## config.mk

```make
export PLATFORM = sky130hd
export DESIGN_NAME = csum_cfg
export DESIGN_NICKNAME = d
export VERILOG_FILES = /design/src/hdl/csum_pkg.sv /design/src/hdl/csum_cfg.sv
export SDC_FILE = /design/constraint.sdc
export NUM_CORES = 1
export LEC_CHECK = 0
export ABC_AREA = 1
export BUFFER_PORTS_ARGS = -buffer_cell sky130_fd_sc_hd__buf_2
export CAP_MARGIN = 20
export CORE_MARGIN = 8
export CORE_UTILIZATION = 63
export CTS_BUF_LIST = sky130_fd_sc_hd__clkbuf_16
export CTS_CLUSTER_DIAMETER = 120
export DETAILED_ROUTE_END_ITERATION = 8
export GPL_TIMING_DRIVEN = 0
export PLACE_DENSITY = 0.83
export SETUP_SLACK_MARGIN = 0.3
export SLEW_MARGIN = 20
export SYNTH_ARGS = -nofsm -noshare
export SYNTH_HDL_FRONTEND = slang
export SYNTH_SLANG_ARGS = --single-unit
```

## constraint.sdc

```tcl
create_clock -name clk -period 6.25 [get_ports clk]
set_input_delay 0.625 -clock clk [delete_from_list [all_inputs] [get_ports clk]]
set_output_delay 0.625 -clock clk [all_outputs]
set_load 0.01 [all_outputs]
```

## src/hdl/csum_pkg.sv

```systemverilog
// shared types and constants for the tensor cumulative sum block
`timescale 1ns / 1ps

package csum_pkg;

    localparam int DATA_W     = 32;
    localparam int CNT_W      = 13;
    localparam int AFTER_W    = 11;
    localparam int AXIS_POS_W = 12;
    localparam int ADDR_W     = 5;

    localparam logic [CNT_W-1:0] AXIS_MAX  = 13'd4096;
    localparam logic [CNT_W-1:0] BLOCK_MAX = 13'd4096;

    // register indexes on the configuration port
    localparam logic [2:0] REG_BEFORE  = 3'd0;
    localparam logic [2:0] REG_AXIS    = 3'd1;
    localparam logic [2:0] REG_AFTER   = 3'd2;
    localparam logic [2:0] REG_EXCL    = 3'd3;
    localparam logic [2:0] REG_REVERSE = 3'd4;

    typedef struct packed {
        logic [CNT_W-1:0]   before_axis_count;
        logic [CNT_W-1:0]   axis_length;
        logic [AFTER_W-1:0] after_axis_count;
        logic               exclusive_mode;
        logic               reverse_mode;
    } cfg_t;

    typedef struct packed {
        logic [DATA_W-1:0] dest_index;
        logic              first_axis;
        logic              final_element;
    } item_info_t;

endpackage

```

## src/hdl/csum_cfg.sv

```systemverilog
// configuration registers, tensor size product and settle window
`timescale 1ns / 1ps

module csum_cfg #(
    parameter int MAX_SLOTS = 1024
) (
    input  logic                          clk,
    input  logic                          rst_n,
    input  logic                          psel,
    input  logic                          penable,
    input  logic                          pwrite,
    input  logic [csum_pkg::ADDR_W-1:0]   paddr,
    input  logic [31:0]                   pwdata,
    output logic [31:0]                   prdata,
    output csum_pkg::cfg_t                cfg,
    output logic [csum_pkg::DATA_W-1:0]   total,
    output logic                          busy,
    output logic                          restart
);

    csum_pkg::cfg_t                   cfg_reg, cfg_next;
    logic [1:0]                       settle_reg, settle_next;
    logic [2*csum_pkg::CNT_W-1:0]     ab_reg;
    logic [csum_pkg::DATA_W-1:0]      total_reg;
    logic [csum_pkg::CNT_W+csum_pkg::CNT_W+csum_pkg::AFTER_W-1:0] abc_full;
    logic                             wr;
    logic [2:0]                       idx;
    logic [csum_pkg::CNT_W-1:0]       wv13;
    logic [csum_pkg::AFTER_W-1:0]     wv11;

    assign wr   = psel && penable && pwrite;
    assign idx  = paddr[4:2];
    assign wv13 = pwdata[csum_pkg::CNT_W-1:0];
    assign wv11 = pwdata[csum_pkg::AFTER_W-1:0];

    always_comb
    begin
        cfg_next = cfg_reg;
        restart  = 1'b0;
        if (wr)
        begin
            restart = 1'b1;
            case (idx)
                csum_pkg::REG_BEFORE:
                begin
                    if (wv13 == '0)
                        cfg_next.before_axis_count = 13'd1;
                    else if (wv13 > csum_pkg::BLOCK_MAX)
                        cfg_next.before_axis_count = csum_pkg::BLOCK_MAX;
                    else
                        cfg_next.before_axis_count = wv13;
                end
                csum_pkg::REG_AXIS:
                begin
                    if (wv13 == '0)
                        cfg_next.axis_length = 13'd1;
                    else if (wv13 > csum_pkg::AXIS_MAX)
                        cfg_next.axis_length = csum_pkg::AXIS_MAX;
                    else
                        cfg_next.axis_length = wv13;
                end
                csum_pkg::REG_AFTER:
                begin
                    if (wv11 == '0)
                        cfg_next.after_axis_count = 11'd1;
                    else if ({21'b0, wv11} > 32'(MAX_SLOTS))
                        cfg_next.after_axis_count = csum_pkg::AFTER_W'(MAX_SLOTS);
                    else
                        cfg_next.after_axis_count = wv11;
                end
                csum_pkg::REG_EXCL:
                    cfg_next.exclusive_mode = pwdata[0];
                csum_pkg::REG_REVERSE:
                    cfg_next.reverse_mode = pwdata[0];
                default:
                    restart = 1'b0;
            endcase
        end
    end

    always_comb
    begin
        if (restart)
            settle_next = 2'd2;
        else if (settle_reg != 2'd0)
            settle_next = settle_reg - 2'd1;
        else
            settle_next = settle_reg;
    end

    always_ff @(posedge clk or negedge rst_n)
    begin
        if (!rst_n)
        begin
            cfg_reg.before_axis_count <= 13'd1;
            cfg_reg.axis_length       <= 13'd1;
            cfg_reg.after_axis_count  <= 11'd1;
            cfg_reg.exclusive_mode    <= 1'b0;
            cfg_reg.reverse_mode      <= 1'b0;
            settle_reg                <= 2'd0;
        end
        else
        begin
            cfg_reg    <= cfg_next;
            settle_reg <= settle_next;
        end
    end

    // element count of the tensor, two registered multiplies
    assign abc_full = ab_reg * cfg_reg.after_axis_count;

    always_ff @(posedge clk)
    begin
        ab_reg    <= cfg_reg.before_axis_count * cfg_reg.axis_length;
        total_reg <= abc_full[csum_pkg::DATA_W-1:0];
    end

    always_comb
    begin
        case (idx)
            csum_pkg::REG_BEFORE:  prdata = {19'b0, cfg_reg.before_axis_count};
            csum_pkg::REG_AXIS:    prdata = {19'b0, cfg_reg.axis_length};
            csum_pkg::REG_AFTER:   prdata = {21'b0, cfg_reg.after_axis_count};
            csum_pkg::REG_EXCL:    prdata = {31'b0, cfg_reg.exclusive_mode};
            csum_pkg::REG_REVERSE: prdata = {31'b0, cfg_reg.reverse_mode};
            default:               prdata = 32'b0;
        endcase
    end

    assign cfg   = cfg_reg;
    assign total = total_reg;
    assign busy  = (settle_reg != 2'd0);

endmodule

```

# == Yosys cells after proc, flatten, opt, wreduce, memory -nomap -nowiden ==
# Index checks and enable logic that the tools add are counted.
# op_classes
add_sub_neg,1
n_mul,2
div_mod_pow,0
order_cmp,2
n_eq_ne,4
shifts,0
muxes,9
n_bitwise,0
reduce_logical,13
# ops
operator,n
$pmux 13 s5,1
$mul 26x11->32,1
$mul 13x13->26,1
$mux 13,2
$mux 11,2
$gt 13x13->1 const B,1
$logic_not 13->1,1
$gt 11x11->1 const B,1
$logic_not 11->1,1
$reduce_and 2->1,5
$eq 3x2->1 const B,2
$reduce_or 5->1,1
$mux 2,2
$reduce_bool 2->1,2
$eq 3x1->1 const B,1
$eq 3x3->1 const B,1
$logic_not 3->1,1
$logic_and 1x1->1,2
$mux 1,2
$sub 2x1->2 const B,1
# totals
ff_bits,99
latch_bits,0
mem_bits_rw,0
romBits,0
in_bits,42
output_inout_bits,105
wordCells,39
n_memories,0

# == Longest topological paths before layout ==
# logic_depth
depth_word,5
ltp_mapped,25
mapped_depth_nobuf,23

# == Worst setup path before layout ==
# Ideal clock, no wire load.
# synth_timing
kind,register to register
startpoint,"register cfg_reg, in the netlist cfg[7]"
endpoint,"register total_reg, in the netlist total[19]"
setup_time_ps,117
arrival_time_ps,4675
setup_slack_ps,1458
path_stages_with_launch,21
path_buffers,2
period_less_slack_ps,4792
path_cell_list,dfrtp_1 > clkbuf_1 > buf_1 > nand2_1 > fa_1 > inv_1 > fa_1 > fa_1 > fa_1 > inv_1 > fa_1 > inv_1 > ha_1 > nand2_1 > inv_1 > a21oi_1 > nand3_1 > nand2_1 > inv_1 > o21bai_1 > nand2_1
# synth_via
elab_chain_len,1
# synth_rtl
element,line_no,source
from (decl),csum_cfg.sv:21,"csum_pkg::cfg_t cfg_reg, cfg_next;"
from (signal assigned),csum_cfg.sv:104,cfg_reg <= cfg_next;
$mul 26x11->32,csum_cfg.sv:110,assign abc_full = ab_reg * cfg_reg.after_axis_count;
"via abc_full, one bit",csum_cfg.sv:25,logic [csum_pkg::CNT_W+csum_pkg::CNT_W+csum_pkg::AFTER_W-1:0] abc_full;
to (signal assigned),csum_cfg.sv:115,total_reg <= abc_full[csum_pkg::DATA_W-1:0];
to (decl),csum_cfg.sv:24,logic [csum_pkg::DATA_W-1:0] total_reg;
# The timed path passes the listed nets, and every way through them passes these cells.
# A chain may end at the register's enable or synchronous reset.

# == Worst setup path in the final report ==
# layout_timing
startpoint,"register cfg_reg, in the netlist cfg[8]"
endpoint,"register total_reg, in the netlist total[31]"
# The elaborated chain is that of the path after synthesis.

==> results.cfg <==
[run_status]
status = finished, final reports clean

[global_routing]
track_usage_pct = 30.7
grt_pass1_wl_um = 82900
grt_pass1_vias = 16800
antenna_found_initial = 0
grt-ovfl-total = 0
grt_max_degree = 42

[worst_setup_path]
path_cells = buf_2 -> buf_2 -> nand2_1 -> fa_1 -> inv_1 -> fa_1 -> fa_1 -> fa_1 -> inv_1 -> fa_1 -> inv_1 -> ha_1 -> nand2_1 -> inv_1 -> a21oi_1 -> nand3_2 -> nand2_1 -> inv_1 -> nor2_1 -> nand2_1 -> nand2_1
required_ns = 6.57
end_kind = flip-flop
rrSetupSlack_ns = 0.54
rr_startpoint = cfg[8]
cp.arrival_ns = 6.03
cp_max_fo = 10
cp_slowest_cell = fa_1
cp-start-kind = flip-flop
r2r-end = total[31]
cp_slowest_stage_delay_ns = 0.55
reg2regPathDepth = 21
path_class = flip-flop to flip-flop

[power_and_ir_drop]
power_density_nw_per_um2 = 329
p_leak_nw = 11.8
total_power_w = 0.00639
ir_drop_uv = 206

[finish]
final_cells = 2938
largest_register_ffs = 39
area_delta_synth_final_pct = 7.86
antennaDiodeCount = 0
drive_above_1_share_pct = 7.32
fill_cells = 2384
final_nets = 3045

[timing]
worst_slew_pin_slew_ns = 0.955
drv_slew = 0
fin_worst_skew_ns = 0.0127
setup_viol = 0
hold_violations = 0
setup_ws_ns = 0.539
fin_tns_setup_ns = 0
fin_crit_sh_pct = 91.4
maxClockFrequency_ghz = 0.175
min_period_ns = 5.71
relSlewSlack_pct = 36.4
rsz0062_at_grt = no

[detailed_routing]
first_pass_iters = 7
initialDrtViolationCount = 1219
routed_wl_um = 50000
viasPerCell = 5.41
drc = 0
final_antenna_net_count = 0
wire_per_inst_um = 17.0
dr_total_vias = 15900

[die]
die_h_um = 185
die_w_um = 185
start_util_pct = 63.3
die-area_um2 = 34300
ios = 147
coreArea_um2 = 28500
rows = 62

[placed_design]
place_ws_ns = 0.178
gp_congestion = 0.975
dp_hpwl_um = 41200
dp_cells = 2922
portBuffers = 106

[clock_tree]
cts_max_path_buffers = 2
path_clk_slew_ns = 0.08
cts_buffers = 9
ctsHoldBuffers = 0
clk_latency_ns = 0.37
post_cts_resized = 4
root_buffer = clkbuf_16
post_cts_buffers = 0
htreeDepth = 3
clock-sinks = 99
tritoncts = done

[logic_synthesis]
seq_area_frac_synth_pct = 12.2
syn_inst = 2414
synth_warnings = 0
ys_types = 42
syn_area_um2 = 18000
ys_seq_elements = 99
avgSynthCellArea_um2 = 7.46

[flow_run]
cap_violations = 0

[min_path]
hp-class = input port to asynchronous set/reset pin
## stage by stage
step / instance area (µm²) / hold WS, ns / utilization, %
2_1_floorplan: 18100 / 0.329 / -
3_3_place_gp: 19100 / 0.422 / 67.1
3_5_place_dp: 19100 / 0.434 / 67.1
4_1_cts: 19400 / 0.412 / 68.2
5_1_grt: 19400 / 0.465 / 68.3
6_report: 19400 / 0.388 / 68.3
## cells in the mapped netlist
cell type / instances / area share [%]
a21boi_0: 1 / 0.042
a21o_1: 1 / 0.042
a21oi_1: 56 / 1.6
a22o_1: 1 / 0.049
a31oi_1: 1 / 0.035
and2_1: 1 / 0.035
buf_1: 13 / 0.27
buf_2: 9 / 0.25
buf_4: 19 / 0.79
buf_6: 1 / 0.062
clkbuf_1: 68 / 1.4
conb_1: 1 / 0.021
dfrtp_1: 38 / 5.3
dfstp_2: 3 / 0.44
dfxtp_1: 58 / 6.4
fa_1: 328 / 36
ha_1: 126 / 8.7
inv_1: 636 / 13
inv_2: 5 / 0.10
nand2_1: 760 / 16
nand2_4: 1 / 0.062
nand3_1: 69 / 1.9
nand3_2: 1 / 0.056
nand3b_1: 4 / 0.17
nand4_1: 25 / 0.87
nor2_1: 68 / 1.4
nor2_2: 2 / 0.069
nor2_4: 2 / 0.12
nor3_1: 13 / 0.36
nor3_2: 1 / 0.056
nor3b_1: 1 / 0.042
nor3b_2: 1 / 0.069
o211ai_1: 2 / 0.083
o21a_1: 6 / 0.25
o21ai_0: 31 / 0.86
o21ai_1: 17 / 0.47
o21bai_1: 6 / 0.25
o221ai_1: 2 / 0.097
o22ai_1: 4 / 0.14
or2_1: 1 / 0.035
xnor2_1: 5 / 0.24
xor2_1: 26 / 1.3
## critical path, delay by kind of cell, from the launching register on
kind            cells  cell delay (ns)
simple gates        7             1.07
flops               1             0.37
compound gates      1             0.39
fa+ha+maj           6             2.83
buf+inv             7             0.97
## kinds of logic (layout without fill, tap and decap cells)
group | Yosys count | after routing | share of synthesized area, %
buffers and inverters | 751 | 873 | 16.1
AOI/OAI and AO/OA | 128 | 128 | 3.87
xor gates and xnor gates | 31 | 31 | 1.51
other | 1 | 19 | 0.0208
DFF | 99 | 99 | 12.2
adders and majority gates | 454 | 454 | 45.2
and+or+nand+nor | 950 | 950 | 21.1
## per-layer routing
metal / share of wire, % / wire [µm] / up-vias / track usage, %
met1: 38 / 19100 / 7714 / 37.3
li1: - / - / 7196 / -
met2: 48 / 24200 / 842 / 53.5
met4: 3.9 / 1950 / 0 / 12.5
met5: 0 / 0 / - / 0
met3: 9.6 / 4810 / 138 / 5.61
## power breakdown
part	internal, W	switching, W	total, W
Clock	0.000286	0.000302	0.000588
Sequential	0.000862	0.000148	0.00101
Combinational	0.00171	0.00308	0.00479
Total	0.00286	0.00353	0.00639
## cell usage in the layout, fill, tap and decap left out, drive strengths merged, types with 5 or more instances in the layout
cell type  instances
nand4             25
dfrtp             38
ha               126
o21a               6
o21bai             6
xnor2              5
dfxtp             58
nand2            761
nor2              72
xor2              26
clkbuf            85
nor3              14
o21ai             48
conb              19
nand3             70
fa               328
a21oi             56
inv              644
buf              140
## how the worst max path moves through the flow
stage               startpoint   endpoint  cells past startpoint
floorplan               cfg[7]  total[19]                     20
global placement        cfg[4]  total[31]                     21
detailed placement      cfg[4]  total[31]                     21
CTS                     cfg[8]  total[31]                     21
global route            cfg[4]  total[27]                     18
finish                  cfg[8]  total[31]                     21
## final cells by class
type | count | area [µm²] | share of cell area [%]
Sequential cell | 99 | 2190 | 11.3
Multi-Input combinational cell | 1582 | 13000 | 66.8
Tap cell | 384 | 480 | 2.47
Clock buffer | 9 | 225 | 1.16
Buffer | 110 | 527 | 2.71
Inverter | 641 | 2410 | 12.4
Clock inverter | 7 | 83.8 | 0.431
Timing Repair Buffer | 106 | 531 | 2.73
Power figures use the tool's default switching activity.
