**config.mk**
```make
export PLATFORM = sky130hd
export DESIGN_NAME = csum_trav
export DESIGN_NICKNAME = d
export VERILOG_FILES = /design/src/hdl/csum_pkg.sv /design/src/hdl/csum_trav.sv
export SDC_FILE = /design/constraint.sdc
export NUM_CORES = 1
export LEC_CHECK = 0
export ABC_AREA = 1
export BUFFER_PORTS_ARGS = -buffer_cell sky130_fd_sc_hd__buf_4
export CORE_UTILIZATION = 35
export CTS_BUF_LIST = sky130_fd_sc_hd__clkbuf_16
export CTS_CLUSTER_DIAMETER = 50
export DETAILED_ROUTE_END_ITERATION = 6
export GPL_TIMING_DRIVEN = 0
export SYNTH_ARGS = -nofsm -noshare
export SYNTH_HDL_FRONTEND = slang
export SYNTH_SLANG_ARGS = --single-unit
```
**constraint.sdc**
```tcl
create_clock -name clk -period 7.2 [get_ports clk]
set_input_delay 1.8 -clock clk [delete_from_list [all_inputs] [get_ports clk]]
set_output_delay 1.8 -clock clk [all_outputs]
set_load 0.05 [all_outputs]
```
**src/hdl/csum_pkg.sv**
```systemverilog
// shared types and constants for the tensor cumulative sum block
`timescale 1ns / 1ps

package csum_pkg;

    localparam int DATA_W     = 32;
    localparam int CNT_W      = 13;
    localparam int AFTER_W    = 11;
    localparam int AXIS_POS_W = 12;
    localparam int ADDR_W     = 5;

    localparam logic [CNT_W-1:0] AXIS_MAX  = 13'd4096;
    localparam logic [CNT_W-1:0] BLOCK_MAX = 13'd4096;

    // register indexes on the configuration port
    localparam logic [2:0] REG_BEFORE  = 3'd0;
    localparam logic [2:0] REG_AXIS    = 3'd1;
    localparam logic [2:0] REG_AFTER   = 3'd2;
    localparam logic [2:0] REG_EXCL    = 3'd3;
    localparam logic [2:0] REG_REVERSE = 3'd4;

    typedef struct packed {
        logic [CNT_W-1:0]   before_axis_count;
        logic [CNT_W-1:0]   axis_length;
        logic [AFTER_W-1:0] after_axis_count;
        logic               exclusive_mode;
        logic               reverse_mode;
    } cfg_t;

    typedef struct packed {
        logic [DATA_W-1:0] dest_index;
        logic              first_axis;
        logic              final_element;
    } item_info_t;

endpackage

```
**src/hdl/csum_trav.sv**
```systemverilog
// traversal position counters and destination index
`timescale 1ns / 1ps

module csum_trav (
    input  logic                               clk,
    input  logic                               rst_n,
    input  csum_pkg::cfg_t                     cfg,
    input  logic [csum_pkg::DATA_W-1:0]        total,
    input  logic                               restart,
    input  logic                               advance,
    output logic [csum_pkg::AFTER_W-1:0]       slot_pos,
    output csum_pkg::item_info_t               info
);

    logic [csum_pkg::AFTER_W-1:0]    slot_reg, slot_next;
    logic [csum_pkg::AXIS_POS_W-1:0] axis_reg, axis_next;
    logic [csum_pkg::AXIS_POS_W-1:0] block_reg, block_next;
    logic [csum_pkg::DATA_W-1:0]     trav_reg, trav_next;
    logic                            last_slot;
    logic                            last_axis;
    logic                            last_block;
    logic                            fin;

    assign last_slot  = ({1'b0, slot_reg} + 12'd1) >= {1'b0, cfg.after_axis_count};
    assign last_axis  = ({1'b0, axis_reg} + 13'd1) >= cfg.axis_length;
    assign last_block = ({1'b0, block_reg} + 13'd1) >= cfg.before_axis_count;
    assign fin        = last_slot && last_axis && last_block;

    // reversed order: flat index is total - 1 - count
    assign info.dest_index    = cfg.reverse_mode ? (total + ~trav_reg) : trav_reg;
    assign info.first_axis    = (axis_reg == '0);
    assign info.final_element = fin;
    assign slot_pos           = slot_reg;

    always_comb
    begin
        slot_next  = slot_reg;
        axis_next  = axis_reg;
        block_next = block_reg;
        trav_next  = trav_reg;
        if (restart || (advance && fin))
        begin
            slot_next  = '0;
            axis_next  = '0;
            block_next = '0;
            trav_next  = '0;
        end
        else if (advance)
        begin
            trav_next = trav_reg + 32'd1;
            if (!last_slot)
            begin
                slot_next = slot_reg + 11'd1;
            end
            else
            begin
                slot_next = '0;
                if (!last_axis)
                begin
                    axis_next = axis_reg + 12'd1;
                end
                else
                begin
                    axis_next  = '0;
                    block_next = block_reg + 12'd1;
                end
            end
        end
    end

    always_ff @(posedge clk or negedge rst_n)
    begin
        if (!rst_n)
        begin
            slot_reg  <= '0;
            axis_reg  <= '0;
            block_reg <= '0;
            trav_reg  <= '0;
        end
        else
        begin
            slot_reg  <= slot_next;
            axis_reg  <= axis_next;
            block_reg <= block_next;
            trav_reg  <= trav_next;
        end
    end

endmodule

```
* Word level (Yosys, flattened, before mapping)
Cells that the tools add are included.
Operators by class: add/subtract/negate cells 8, $lt $le $gt $ge 3, multiplexer cells 14, bitwise logic cells 1, reduce and logical (&&, ||, !) cells 10
Operator list (number):
- $mux W12 | 8
- $mux W32 | 3
- $mux W11 | 3
- $add A32 B1 Y32 const B | 1
- $add A32 B32 Y32 | 1
- $not A32 Y32 | 1
- $add A12 B1 Y13 const B | 2
- $ge A13 B13 Y1 | 2
- $add A12 B1 Y12 const B | 2
- $add A11 B1 Y12 const B | 1
- $ge A12 B11 Y1 | 1
- $logic_not A12 Y1 | 1
- $add A11 B1 Y11 const B | 1
- $reduce_bool A2 Y1 | 3
- $logic_and A1 B1 Y1 | 3
- $reduce_and A3 Y1 | 1
- $reduce_and A2 Y1 | 1
- $logic_or A1 B1 Y1 | 1
Word-level totals: flip-flop bits (word level) 67, input port bits 75, output and inout bits 45, logic and storage cells 40

* Depth between registers and ports, before layout
Gate-level depths: netlist of the first run.
depth in word-level cells 8, gate-level depth with buffers 21

* Least setup slack after synthesis of the first run
Ideal clock, no wire load.
kind input to output, start input total[0] (netlist bit), end output info[14] (netlist bit), data arrival time 4.126 ns, setup slack 1.274 ns, stages on the path 10, buffers on the path 0, path through ha_1 fa_1 nand3_1 nand2_1 nand2_1 nand2_1 nand2_1 nand2_1 xnor2_1 o21ai_0
RTL lines:
- start: declaration | line csum_trav.sv:8 | input logic [csum_pkg::DATA_W-1:0] total,
- end: declaration | line csum_trav.sv:12 | output csum_pkg::item_info_t info

==> flow_summary.ini, run 1 <==
[clock_tree]
root_buffer = clkbuf_16
post_cts_buffers = 0
cts_max_path_buffers = 2
cts_made_buffers = 9
clk_pin_slew_ns = 0.06
hold_buffers = 0
cts_tree = built
cts_sinks = 67
clock_latency_ns = 0.34
cts_resized = 0
htreeDepth = 3

[finish]
nFillCells = 2235
syn_to_final_growth_pct = 20.6
layout_common_cells = nand2_1 (314), inv_1 (186), buf_4 (118), nor2_1 (109), ha_1 (73)
diodes = 0
nets = 1418
drive_gt1_share_pct = 13.5
regArea_um2 = 1680
multi_input_area_um2 = 4760
largest_register_ffs = 32
final_common_cell = nand2_1

[floorplanning]
rows = 52
die_area_um2 = 21300
die_width_um = 146
start_util_pct = 35.8
num_io_pins = 120
core_um2 = 20300
die_h_um = 146

[timing]
worst_pin_slew_ns = 0.898
min_period_ns = 5.81
slew-limit-headroom_pct = 40.1
setup_ws_ns = 1.39
finalCritPeriodShare_pct = 80.8
fin_setup_tns_ns = 0
fin_hold_ws_ns = 0.509
drv_slew = 0
setup-violations-final = 0
rsz0062_at_grt = false
fin_worst_skew_ns = 0.00778
max_clock_freq_mhz = 172
final_hold_viol_count = 0

[worst_hold_path]
hold_path_class = reg -> reg
min_path_cells = 2

[setup_path]
critPathLaunchType = primary input
rr_worst_depth = 20
path_max_fanout = 5
worstPathRequired_ns = 5.40
path_class = in -> out
end_kind = output pin
crit_arrival_ns = 4.01

[route]
wl_per_cell_um = 13.4
routed-via-count = 7558
via_per_inst = 4.90
drtIter0Drc = 328
drc = 0
drt_first_pass_iters = 5
postRouteWirelength_um = 20700
antenna_left = 0

[power_and_ir_drop]
p_sw_uw = 441
p_sw_share_pct = 36.8
power_density_nw_per_um2 = 137
p_comb_share_pct = 32.7
p_int_uw = 756
p_seq_share_pct = 33.2
finalPower_mw = 1.20
clkPwrFrac_pct = 34.1
peakVddDrop_mv = 0.0997
p_leak_nw = 4.62

[placement]
port_buffers = 117
pre_cts_slack_ns = 1.42
hpwl_um = 17000
gp_congestion = 0.928

[logic_synthesis]
netlist_area_um2 = 7260
post_synth.cell_area_avg_um2 = 6.36
ys_types = 47
synth.largest_area_cell = dfrtp_1
synthesis.instances = 1141
synth_edf_count = 0
async_flop_share_pct = 100
ys_ff_latch = 67
syn_nets = 1290
synth.top_cells.by_area = dfrtp_1 (23%), nand2_1 (16%), ha_1 (13%)
synthFlopType = dfrtp_1
synth_warnings = 0
ys_seq_area_share_pct = 23.1
yosys.area.top_type_share_pct = 23.1

[global_routing]
gr-usage-all-layers_pct = 19.8
grt_pass1_wl_um = 34300
overflow = 0
grt_pass1_vias = 7196
antenna_found_initial = 0
grt_max_degree = 68

[outcome]
status = finished clean

[job]
maxCapViolations = 0
power groups by stage:
| stage | Combinational, mW | Sequential [mW] | Clock, mW |
|---|---|---|---|
| floorplan | 0.252 | 0.410 | 0 |
| global placement | 0.389 | 0.404 | 0 |
| detailed placement | 0.391 | 0.404 | 0 |
| CTS | 0.393 | 0.397 | 0.419 |
| global route | 0.434 | 0.399 | 0.441 |
| finish | 0.391 | 0.397 | 0.408 |
logic make-up after synthesis:
logic type | count (synthesis) | share of synthesized area (%)
fa+ha+maj | 74 | 12.9
simple gates | 589 | 35.7
flops | 67 | 23.1
xor+xnor | 53 | 6.40
compound gates | 145 | 10.7
buf+inv | 213 | 11.3
per-layer routing:
layer / up-vias / global-route usage [%] / wire, um
met4: 0 / 6.88 / 535
met1: 3401 / 27.1 / 9910
met5: - / 0 / 0
li1: 3943 / - / -
met3: 32 / 2.51 / 1040
met2: 182 / 32.0 / 9230
final cells by class:
type	count	area share (%)
inverters	192	8.23
flip-flops and latches	67	19.2
well taps	270	3.86
multi-input cells	861	54.4
clock buffers	9	2.57
plain buffers	21	1.14
repair buffers	117	10.0
clock inverters	7	0.615
worst max-delay path: stages:
cell	delay [ns]
buf_4	0.11
ha_1	0.24
fa_1	0.45
nand3_1	0.11
nand2_1	0.14
nand2_1	0.10
nand2_1	0.11
nand2_1	0.08
nand2_1	0.13
xnor2_1	0.16
o21ai_0	0.31
buf_4	0.27
Yosys cell counts (2+ instances only):
master      n
dfrtp_1    67
inv_2       5
nor2_4      2
o31ai_1     2
nand2_4     2
o21a_1      3
nand2_1   314
o21bai_1    5
nand2_2     4
buf_2       8
o21ai_1     2
nor2_2      5
a31oi_1     3
nand3b_1    2
buf_1       2
a21oi_1    58
o22ai_1     3
nor2_1    109
inv_1     186
nand3_1    65
xnor2_1    15
clkbuf_1    9
nand4_1    44
o21ai_0    64
nor4_1      9
or2_2       3
ha_1       73
xor2_1     38
nor3_1     21
final timing paths:
| check | start | endpoint | slack, ns |
|---|---|---|---|
| setup / recovery | total[0] | info[14] | 1.39 |
| hold / removal | block_reg[3] | block_reg[3] | 0.51 |
| setup reg to reg | axis_reg[0] | slot_pos[2] | 3.59 |
| hold reg to reg | block_reg[3] | block_reg[3] | 0.51 |
| max in group asynchronous | rst_n | trav_reg[18] | 5.02 |
| min in group asynchronous | rst_n | trav_reg[29] | 1.56 |
per-stage QoR:
stage	instance area [um2]	util [%]	std cells
2_1_floorplan	7260	-	1141
3_3_place_gp	8470	41.7	1528
3_5_place_dp	8470	41.7	1528
4_1_cts	8750	43.1	1544
5_1_grt	8750	43.1	1544
6_report	8750	43.1	1544
No activity file was read; power rests on OpenSTA's default activity.
==> run 2: changes to the inputs <==
==> constraint.sdc (replaced) <==
create_clock -name clk -period 4.7 [get_ports clk]
set_input_delay 1.175 -clock clk [delete_from_list [all_inputs] [get_ports clk]]
set_output_delay 1.175 -clock clk [all_outputs]
set_load 0.05 [all_outputs]
==> run 2 against run 1 <==
  * Register-to-register slack got worse by 2.1 ns
  * Hold slack hardly changed
  * Power increased by 53%
  * Clock-buffer cell count unchanged
  * Non-clock buffer count increased by 3
  * Global-route usage unchanged
  * Combinational power rose by 54%
  * Sequential power increased by 53%
  * Critical path depth did not move
  * Cell area up 0.46%
  * Clock skew hardly changed
  * Die area unchanged
  * Largest power group unchanged
  * Highest routed layer unchanged
==> flow_summary.ini, run 2 (synthesis results as in run 1) <==
[floorplanning]
num_io_pins = 120
start_util_pct = 35.8
die_width_um = 146
die_h_um = 146
rows = 52
die_area_um2 = 21300
core_um2 = 20300

[power_and_ir_drop]
p_leak_nw = 4.64
finalPower_mw = 1.84
peakVddDrop_mv = 0.153
power_density_nw_per_um2 = 209

[finish]
nets = 1421
largest_register_ffs = 32
regArea_um2 = 1680
multi_input_area_um2 = 4780
layout_common_cells = nand2_1 (314), inv_1 (186), buf_4 (121), nor2_1 (107), ha_1 (73)
syn_to_final_growth_pct = 21.2
fin_area_um2 = 8790
final_common_cell = nand2_1
diodes = 0
nFillCells = 2235
drive_gt1_share_pct = 14.1
final_util_pct = 43.3

[worst_hold_path]
hold_path_class = reg -> reg
min_path_cells = 2
hold_path.startpoint = block_reg[3]
worstHoldEndpoint = block_reg[3]

[route]
routed-via-count = 7559
wl_per_cell_um = 13.4
antenna_left = 0
drc = 0
drtIter0Drc = 374
via_per_inst = 4.89
postRouteWirelength_um = 20700
drt_first_pass_iters = 5

[setup_path]
cpPeakStageDelay_ns = 0.57
reg2reg_from = axis_reg[1]
critPathTopFamily = compound AO/OA/AOI/OAI gates
path_class = in -> out
path_buf_inv = 2
crit_top_cell = nand2_1
cpMaxStageDelayCell = o21ai_0
reg2reg_to = slot_pos[2]
critPathLaunchType = primary input
crit_arrival_ns = 3.41
rr_worst_depth = 20
r2r_slack_ns = 1.48
worstPathRequired_ns = 3.52
path_max_fanout = 7
crit_chain = buf_4 > ha_1 > nand2_1 > nand3_1 > a21oi_1 > o21ai_0 > nand2_1 > nand2_1 > xor2_1 > nand2_1 > nand2_1 > buf_4
end_kind = output pin

[global_routing]
gr-usage-all-layers_pct = 19.8
grt_pass1_vias = 7196
antenna_found_initial = 0
overflow = 0
grt_max_degree = 68
grt_pass1_wl_um = 34300

[timing]
slew-limit-headroom_pct = 40.1
fin_hold_ws_ns = 0.509
worst_pin_slew_ns = 0.898
drv_slew = 0
rsz0062_at_grt = false
max_clock_freq_mhz = 218
fin_worst_skew_ns = 0.00788
final_hold_viol_count = 0
min_period_ns = 4.59
fin_setup_tns_ns = 0
finalCritPeriodShare_pct = 97.6
setup-violations-final = 0

[placement]
dpl_cell_area_um2 = 8470
port_buffers = 117
hpwl_um = 17000
gp_congestion = 0.928

[clock_tree]
cts_made_buffers = 9
cts_tree = built
cts_max_path_buffers = 2
clk_pin_slew_ns = 0.06
root_buffer = clkbuf_16
clock_latency_ns = 0.34
htreeDepth = 3
cts_sinks = 67

[outcome]
status = finished clean

[job]
maxCapViolations = 0
[run 2: power by group]
part / internal (mW) / total, mW / switching (mW)
clock: 0.360 / 0.625 / 0.265
sequential: 0.592 / 0.607 / 0.0153
combinational: 0.208 / 0.603 / 0.395
[run 2: cell type report]
class                           instances  area share [%]
Multi-Input combinational cell        861            54.3
Inverter                              192            8.20
Tap cell                              270            3.84
Clock inverter                          7           0.612
Sequential cell                        67            19.1
Clock buffer                            9            2.56
Buffer                                 21            1.14
Timing Repair Buffer                  120            10.2
[run 2: worst max path at each step]
stage                      from        to  slack [ns]  cells after the start
floorplan              total[0]  info[14]        0.02                     10
CTS                 axis_reg[0]   info[0]        0.08                     19
finish                 total[2]  info[23]        0.11                     12
detailed placement     total[2]  info[31]        0.17                     11
global placement       total[0]  info[14]        0.18                     12
global route           total[0]  info[32]        0.01                     15
[run 2: metal layers]
| layer | up-vias | wire (um) | global-route usage (%) |
|---|---|---|---|
| li1 | 3948 | - | - |
| met1 | 3400 | 10000 | 27.1 |
| met2 | 180 | 9250 | 32.0 |
| met3 | 31 | 918 | 2.51 |
| met4 | 0 | 527 | 6.88 |
| met5 | - | 0 | 0 |
[run 2: stage by stage]
stage | cells | worst slack [ns]
floorplan | 1141 | 0.0241
global placement | 1528 | 0.183
detailed placement | 1528 | 0.173
CTS | 1544 | 0.0849
global route | 1547 | 0.0102
finish | 1547 | 0.114
[run 2: tightest hold or removal path: cells and delay by family (launching register included)]
kind             cells  cell delay, ns
flip-flops           1            0.37
AND/OR/NAND/NOR      2            0.11
[run 2: what timing repair did]
action | CTS | global route
buffers inserted | 0 | 3
resized for setup | 1 | 4
setup endpoints to repair | 1 | 1
hold buffers | 0 | 0
pin swaps | 0 | 2
